==> config.mk <==
export PLATFORM = sky130hd
export DESIGN_NAME = wcs_front
export DESIGN_NICKNAME = d
export VERILOG_FILES = /design/src/rtl/wcs_pkg.sv /design/src/rtl/wcs_front.sv
export SDC_FILE = /design/constraint.sdc
export NUM_CORES = 1
export LEC_CHECK = 0
export BUFFER_PORTS_ARGS = -buffer_cell sky130_fd_sc_hd__buf_2
export CORE_UTILIZATION = 40
export CTS_CLUSTER_SIZE = 8
export DETAILED_ROUTE_END_ITERATION = 6
export GPL_ROUTABILITY_DRIVEN = 0
export SETUP_SLACK_MARGIN = 0.15
export SLEW_MARGIN = 20
export SYNTH_ARGS = -nofsm -noshare
export SYNTH_HDL_FRONTEND = slang
export SYNTH_SLANG_ARGS = --single-unit
==> constraint.sdc <==
create_clock -name clk -period 3.1 [get_ports clk]
set_input_delay 0.62 -clock clk [delete_from_list [all_inputs] [get_ports clk]]
set_output_delay 0.62 -clock clk [all_outputs]
set_load 0.01 [all_outputs]
==> src/rtl/wcs_pkg.sv <==
// wcs_pkg: shared types and constants for the weighted category sampler.
// Used by the front queue, the search back end and the top level.
// No dependencies.
package wcs_pkg;

  localparam int DRAW_W  = 16;  // draw / raw item value width (Q0.16)
  localparam int CAT_W   = 9;   // width of the reported category
  localparam int QDEPTH  = 2;   // command queue depth
  localparam int QPTR_W  = 1;
  localparam int QFILL_W = 2;

  localparam logic OP_LOAD = 1'b0;
  localparam logic OP_DRAW = 1'b1;

  typedef struct packed {
    logic              op;
    logic [DRAW_W-1:0] value;
    logic              last;
  } cmd_t;

endpackage

==> src/rtl/wcs_front.sv <==
// wcs_front: accepts transactions, decodes them into commands and queues them
// for the back end. Depends on wcs_pkg.
module wcs_front (
  input  logic                      clk,
  input  logic                      rst_n,
  input  logic                      start,
  input  logic                      in_func,
  input  logic [wcs_pkg::DRAW_W-1:0] in_item_value,
  input  logic                      in_is_last,
  output logic                      busy,
  output logic                      cmd_valid,
  output wcs_pkg::cmd_t             cmd,
  input  logic                      cmd_pop
);

  wcs_pkg::cmd_t                q_r [wcs_pkg::QDEPTH];
  logic [wcs_pkg::QPTR_W-1:0]   wr_ptr_r, wr_ptr_nxt;
  logic [wcs_pkg::QPTR_W-1:0]   rd_ptr_r, rd_ptr_nxt;
  logic [wcs_pkg::QFILL_W-1:0]  fill_r, fill_nxt;
  logic                         push;
  logic                         pop;
  wcs_pkg::cmd_t                new_cmd;

  assign busy      = (fill_r == wcs_pkg::QFILL_W'(wcs_pkg::QDEPTH));
  assign cmd_valid = (fill_r != '0);
  assign push      = start && !busy;
  assign pop       = cmd_pop && cmd_valid;
  assign cmd       = q_r[rd_ptr_r];

  always_comb begin
    new_cmd.op    = in_func ? wcs_pkg::OP_DRAW : wcs_pkg::OP_LOAD;
    new_cmd.value = in_item_value;
    new_cmd.last  = in_is_last;
  end

  always_comb begin
    wr_ptr_nxt = push ? wr_ptr_r + 1'b1 : wr_ptr_r;
    rd_ptr_nxt = pop  ? rd_ptr_r + 1'b1 : rd_ptr_r;
    fill_nxt   = fill_r;
    if (push && !pop) begin
      fill_nxt = fill_r + 1'b1;
    end else if (pop && !push) begin
      fill_nxt = fill_r - 1'b1;
    end
  end

  always_ff @(posedge clk) begin
    if (!rst_n) begin
      wr_ptr_r <= '0;
      rd_ptr_r <= '0;
      fill_r   <= '0;
    end else begin
      wr_ptr_r <= wr_ptr_nxt;
      rd_ptr_r <= rd_ptr_nxt;
      fill_r   <= fill_nxt;
    end
  end

  always_ff @(posedge clk) begin
    if (push) begin
      q_r[wr_ptr_r] <= new_cmd;
    end
  end

endmodule

Word level (Yosys, flattened, before mapping). Memories as Yosys holds them, arrays and structs flattened. A register that Yosys moved wholly into a read port is not among the register bits. Index checks and enable logic that the tools add are counted.

Register bits after elaboration: 4. Bits in latches: 0. Bits in writable memories: 36. Memory bits (read-only): 0. Bits of input ports: 22. Output and inout bits: 20. Logic and storage cells: 25. Memories kept: 1.

Memory list: q_r (depth 2, width 18, rd ports 1, clocked after Yosys merged registers in 1, wr ports 1, line wcs_front.sv:16) `wcs_pkg::cmd_t q_r [wcs_pkg::QDEPTH];`.

Add/sub/neg operators: 4. $mul: 0. Div/mod/pow operators: 0. Magnitude comparators: 0. Equality and inequality tests: 1. Shift operators: 0. Mux-type cells: 7. Bitwise gates (word level): 0. Reduce and logical (&&, ||, !) cells: 9.

Operator list (count): $mux 1 (5); $logic_and 1x1->1 (4); $mux 2 (2); $reduce_bool 2->1 (2); $logic_not 1->1 (3); $add 1x1->1 const B (2); $add 2x1->2 const B (1); $eq 2x2->1 const B (1); $sub 2x1->2 const B (1).

Longest topological paths before layout. Gate-level depths: netlist of the first run.

Depth in word-level cells: 7. Gate-level depth with buffers: 7.

Least setup slack after synthesis of the first run. Ideal clock, no wire load.

Path kind: input -> register. From: input start. To: memory q_r[0][0] (netlist name), enable pin. Arrival time: 1464 ps. Data required time: 2708 ps. Setup slack: 1244 ps. Stages on the path: 2. Path buffers: 0. Cells stage by stage: inv_1 -> nor3_2.

Word-level cells in the longest chain between the ends: 3.

RTL lines: start, declared (line wcs_front.sv:6) `input logic start,`; $logic_and 1x1->1 (line wcs_front.sv:26) `assign push = start && !busy;`; $mux 1 (line wcs_front.sv:60) `if (push) begin`; $mux 1 (implied by the code) (line wcs_front.sv:61) `q_r[wr_ptr_r] <= new_cmd;`; end, declared (line wcs_front.sv:16).

Every way passes these cells.

==> results of run 1 <==
-- synth_stat cells (all sizes together) --
cell type | number | area share
dfxtp | 5 | 0.065
or3 | 1 | 0.0041
and3 | 1 | 0.0041
ha | 1 | 0.0082
xnor2 | 2 | 0.011
nor2 | 1 | 0.0024
edfxtp | 36 | 0.71
inv | 2 | 0.0049
nand2b | 1 | 0.0041
xor2 | 1 | 0.0057
o21a | 1 | 0.0049
or2 | 1 | 0.0041
mux2 | 18 | 0.13
buf | 2 | 0.0082
nor3 | 1 | 0.0065
and2 | 3 | 0.012
a21boi | 2 | 0.0098
o21ai | 2 | 0.0065
-- where the power goes --
group	total [mW]	internal [mW]	leakage (nW)	switching [mW]
clock network	0.341	0.181	0.0455	0.160
logic	0.386	0.205	0.297	0.180
registers	0.762	0.699	0.377	0.0629
total	1.49	1.09	0.720	0.403
-- cell families (layout without fill, tap and decap cells) --
family	after synthesis	after routing	synth area share
DFF	41	41	0.771
xor gates and xnor gates	3	3	0.0171
AOI/OAI and AO/OA	5	5	0.0212
muxes	18	18	0.132
buffers and inverters	4	52	0.0131
and+or+nand+nor	9	9	0.0376
adders and majority gates	1	1	0.00816
-- area by class of cell --
type,instances,share of cell area
clock buffer,8,0.0478
inverter,2,0.00399
multi-input combinational,36,0.176
sequential,41,0.627
tap,48,0.0319
timing repair buffer,42,0.113
-- metrics by stage --
step / util / setup WS [ns] / cell area, um^2
2_1_floorplan: - / 1.24 / 1530
3_3_place_gp: 0.490 / 1.07 / 1790
3_5_place_dp: 0.490 / 1.05 / 1790
4_1_cts: 0.514 / 0.739 / 1880
5_1_grt: 0.514 / 0.643 / 1880
6_report: 0.514 / 0.757 / 1880
-- worst max-delay path, stage by stage (launching register included) --
cell	delay, ns
dfxtp_1	0.87
mux2_2	0.42
buf_2	0.14
-- flip-flops by register name, summed over array words and instances (netlist names), named ones only --
| register | count |
|---|---|
| fill_r | 2 |
| wr_ptr_r | 1 |
| rd_ptr_r | 1 |
| q_r | 36 |
-- how the worst min path moves through the flow --
stage	start	to	slack (ns)	cells past startpoint
after detailed placement	fill_r[1]	fill_r[1]	0.53	2
after CTS	in_func	q_r[1][17]	0.51	1
after global placement	fill_r[1]	fill_r[1]	0.49	2
final	in_func	q_r[1][17]	0.52	1
after floorplan	fill_r[1]	fill_r[1]	0.48	2
after global routing	in_item_value[1]	q_r[0][2]	0.51	1
-- placed cells by master, fill, tap and decap left out, drive strengths merged --
cell and count:
buf 42, edfxtp 36, mux2 18, clkbuf 8, dfxtp 5, and2 3
xnor2 2, inv 2, o21ai 2, a21boi 2, nand2b 1, nor2 1
or2 1, and3 1, nor3 1, o21a 1, xor2 1, or3 1
ha 1
-- routing by layer --
metal	up-vias	global-route usage
li1	398	-
met1	400	0.152
met2	22	0.226
met3	5	0.0571
met4	0	0.0682
met5	-	0
==> metrics, run 1 <==
critical setup path kind=register to output port; CTS sink cnt=a little over 40; largest net degree at the start of global routing=19; synthesis-to-finish area growth=22.9%; cells after synthesis=between 80 and 90; R2R Path End=q_r[0][8]; Setup-failing EPs final=0; RSZ-0062 raised after global routing=no; hold-fix buffers at CTS=0; ANT cells=0; initial antenna violation count=0; remaining global-route overflow=0; Max Freq=about 430 MHz; first-pass GRT wire length=between 3 and 4 mm; drt total wl=~2.3 mm; Final Hold Vio Count=0; Syn Nets=104; post-cts repair resize count=0; iteration count of the initial detailed-routing pass=4; placed wire-length estimate=roughly 1.6 mm; Synth Register Bits=just over 40; Total GRT Usage=0.137; met2 wire length=approximately 1.2 mm; layout cells sized above 1=0.535; die width=approximately 64 um; CP Launch Type=register; Longest Clk Path Bufs=2; Worst setup EP type=output port; Initial Util=0.419; port bufs=between 40 and 50; post-layout min period=roughly 2.3 ns; H-tree depth=2; mapped cell area=roughly 0.0015 mm^2; Routed wire per std cell=between 10 and 15 um; total power=approximately 1.5 mW; Worst R2R Start=fill_r[0]; worst vdd ir=~0.4 mV; post-route ant nets=0; crit path to=cmd[14]; Final Skew=a little over 0.008 ns; DR top layer=met4; Post-Route M1 WL=roughly 970 um; Multi-input gate area=332 um^2; I/O pin total=42; Reg area=approximately 0.0012 mm^2; Tcrit/Tclk final=0.756; drt via density=between 4 and 5; R2R Setup Slk=1.28 ns; YS warnings=0; CTS tree=yes; number of nets in the layout=~150; vias in the first global route=about 870; TritonCTS Buffers=5; Clock Pin Slew Worst Setup and Hold Paths=0.07 ns; Layout Cells excl Fill=177; Placed Cells=roughly 170; Die Footprint=between 0.004 and 0.005 mm^2; Hold Slack=around 0.52 ns; Slew Limit Fails=0; Cell Pwr Density=790 mW/mm^2; initial DRC count=39; Setup Buffers After CTS=0; Worst Path Arrival=between 1.5 and 2 ns; Pleak=between 0.7 and 0.8 nW; CP Data Required Time=2.48 ns; Max Cap Viol=0; setup_tns=0 ns; total core area=roughly 0.0037 mm^2; status=finished clean; clock latency on the worst-skew pair=around 0.29 ns; drt drc=0; fillers=318; worst-margin pin slew=0.867 ns; Rows=22; routed via count=~830; Seq/Total Area, Yosys=0.771; Syn Area/Cell=between 15 and 20 um^2; CTS root buf=clkbuf_8; Die Span Y=63.9 um; Worst slew margin=0.422; met3 routed WL=approximately 140 um; CP max FO=18; path category of the worst min-delay check=input pin to register; worst reg-to-reg path cell count=4; Yosys cell types=22
Power figures use the tool's default switching activity.
==> run 2: changes to the inputs <==
==> constraint.sdc (replaced) <==
create_clock -name clk -period 2.4 [get_ports clk]
set_input_delay 0.48 -clock clk [delete_from_list [all_inputs] [get_ports clk]]
set_output_delay 0.48 -clock clk [all_outputs]
set_load 0.01 [all_outputs]
==> run 2 against run 1 <==
  * Sequential cell count did not move
  * Via count rose by 0.36%
  * Non-clock buffer count rose by 2
  * First-iteration DRC count fell by 62%
  * Final cell count rose by 1.1%
  * Wire length fell by 0.86%
  * Clock skew fell by 0.0033 ns
  * Worst setup slack got worse by 0.40 ns
  * Total power rose by 27%
  * Global-route usage fell by 0.93 points
  * Worst hold slack got worse by 0.13 ns
  * Combinational power rose by 38%
  * Critical path type unchanged
  * Critical endpoint is now cmd[16]
  * Highest routed layer unchanged
==> metrics, run 2 (synthesis results as in run 1) <==
initial DRC count=15 (-62%); Int Power=1.38 mW (+27%); CP Data Required Time=1.92 ns (-0.56 ns); worst-margin pin slew=0.336 ns (-0.531 ns); Initial Util=0.419 (unchanged); Worst Path Arrival=1.56 ns (-0.16 ns); Total GRT Usage=0.128 (-0.00930); hold-fix buffers at CTS=0 (unchanged); drt drc=0 (unchanged); Pleak=0.730 nW (+1.4%); initial antenna violation count=0 (unchanged); port bufs=41 (unchanged); Combinational Power Share=0.281 (+0.022); total core area=0.00366 mm^2 (unchanged); commonest non-fill, non-tap cell in the layout=buf_2; worst vdd ir=0.553 mV (+36%); fillers=330 (+3.8%); Reg area=0.00118 mm^2 (unchanged); CTS tree=yes; Final Skew=0.00489 ns (-0.00334 ns); Longest Clk Path Bufs=2 (unchanged); TritonCTS Buffers=5 (unchanged); crit path to=cmd[16]; Max Freq=between 400 and 500 MHz; critical setup path kind=register to output port; Slew Limit Fails=0 (unchanged); Placed Cells=171 (+1.2%); RSZ-0062 raised after global routing=no; number of nets in the layout=153 (+1.3%); Die Span Y=63.9 um (unchanged); Seq pwr share=0.505 (-0.007); CP max FO=11 (-7); vias in the first global route=838 (-3.9%); Hold Slack=0.388 ns (-0.131 ns); Setup Buffers After CTS=0 (unchanged); Largest register FFs=36 (unchanged); path category of the worst min-delay check=input pin to register; R2R Path End=fill_r[1]; commonest cells after routing, fill and taps aside=41 x buf_2, 36 x edfxtp_1, 18 x mux2_2; routed via count=828 (+0.36%); Rows=22 (unchanged); H-tree depth=2 (unchanged); post-route ant nets=0 (unchanged); ANT cells=0 (unchanged); post-layout min period=roughly 2.0 ns; clock latency on the worst-skew pair=0.27 ns (-0.02 ns); Biggest register=q_r; Max Cap Viol=0 (unchanged); drt via density=4.63 (-0.76%); Cell Pwr Density=1000 mW/mm^2 (+27%); setup_tns=0 ns (unchanged); R2R Setup Slk=0.80 ns (-0.48 ns); Final Hold Vio Count=0 (unchanged); top flop regs=q_r (36), fill_r (2); CTS root buf=clkbuf_8; CTS sink cnt=41 (unchanged); Worst R2R Start=fill_r[0]; Layout Cells excl Fill=179 (+1.1%); CP Launch Type=register; worst reg-to-reg path cell count=6 (+2); switching share of power=0.273 (+0.00231); Tcrit/Tclk final=0.850; layout cells sized above 1=0.550 (+0.0147); Sw Pwr=0.518 mW (+28%); Finished Core Util=0.516 (+0.00205); largest net degree at the start of global routing=19 (unchanged); status=finished clean; Worst slew margin=0.776 (+0.354); Worst setup EP type=output port; placed wire-length estimate=1.67 mm (+4.8%); I/O pin total=42 (unchanged); Clock Pin Slew Worst Setup and Hold Paths=0.07 ns (about the same); iteration count of the initial detailed-routing pass=4 (unchanged); Setup-failing EPs final=0 (unchanged); Die Footprint=0.00408 mm^2 (unchanged); drt total wl=2.31 mm (-0.86%); remaining global-route overflow=0 (unchanged); Routed wire per std cell=12.9 um (-2.0%); die width=63.9 um (unchanged); first-pass GRT wire length=3.71 mm (-6.8%); post-cts repair resize count=0 (unchanged); Multi-input gate area=332 um^2 (unchanged); Clk pwr share=0.214 (-0.015); synthesis-to-finish area growth=23.3%
==> run 2: changes by cell type in the layout (fill, tap and decap cells not counted) <==
cell	delta
buf_4	+2
clkinv_2	+2
clkbuf_8	-1
clkbuf_1	-1
==> run 2: area by class of cell <==
type	instances	share of cell area
clock inverters	2	0.00529
repair buffers	44	0.120
inverters	2	0.00397
well taps	48	0.0318
flip-flops and latches	41	0.625
multi-input cells	36	0.175
clock buffers	6	0.0384
==> run 2: how the worst min path moves through the flow <==
stage	from	end	slack (ns)	cells after the start
5_1_grt	in_is_last	q_r[0][0]	0.36	1
3_3_place_gp	fill_r[1]	fill_r[1]	0.50	2
3_5_place_dp	fill_r[1]	fill_r[1]	0.53	2
2_1_floorplan	fill_r[1]	fill_r[1]	0.48	2
4_1_cts	in_item_value[5]	q_r[1][6]	0.38	1
6_report	in_item_value[5]	q_r[1][6]	0.39	1
==> run 2: power groups by stage <==
stage	clock network (mW)	registers (mW)	logic [mW]
after floorplan	0	0.946	0.377
after global placement	0	0.967	0.535
after detailed placement	0	0.974	0.545
after CTS	0.425	0.959	0.549
after global routing	0.457	0.971	0.587
final	0.405	0.957	0.533
==> run 2: through the flow <==
step | power (mW) | area (um^2) | setup slack (ns)
6_report | 1.90 | 1890 | 0.360
5_1_grt | 2.02 | 1890 | 0.253
4_1_cts | 1.93 | 1890 | 0.317
3_5_place_dp | 1.52 | 1810 | 0.627
3_3_place_gp | 1.50 | 1810 | 0.658
2_1_floorplan | 1.32 | 1530 | 0.647
==> run 2: critical path, cell delays in order (launching register included) <==
cell and delay [ns]:
dfxtp_1 0.52, buf_4 0.27, mux2_2 0.36, buf_2 0.14
==> run 2: routing by layer <==
metal / global-route usage / routed length (um)
met1: 0.121 / 891
met2: 0.235 / 1310
met3: 0.0536 / 86
met4: 0.0597 / 19
met5: 0 / 0
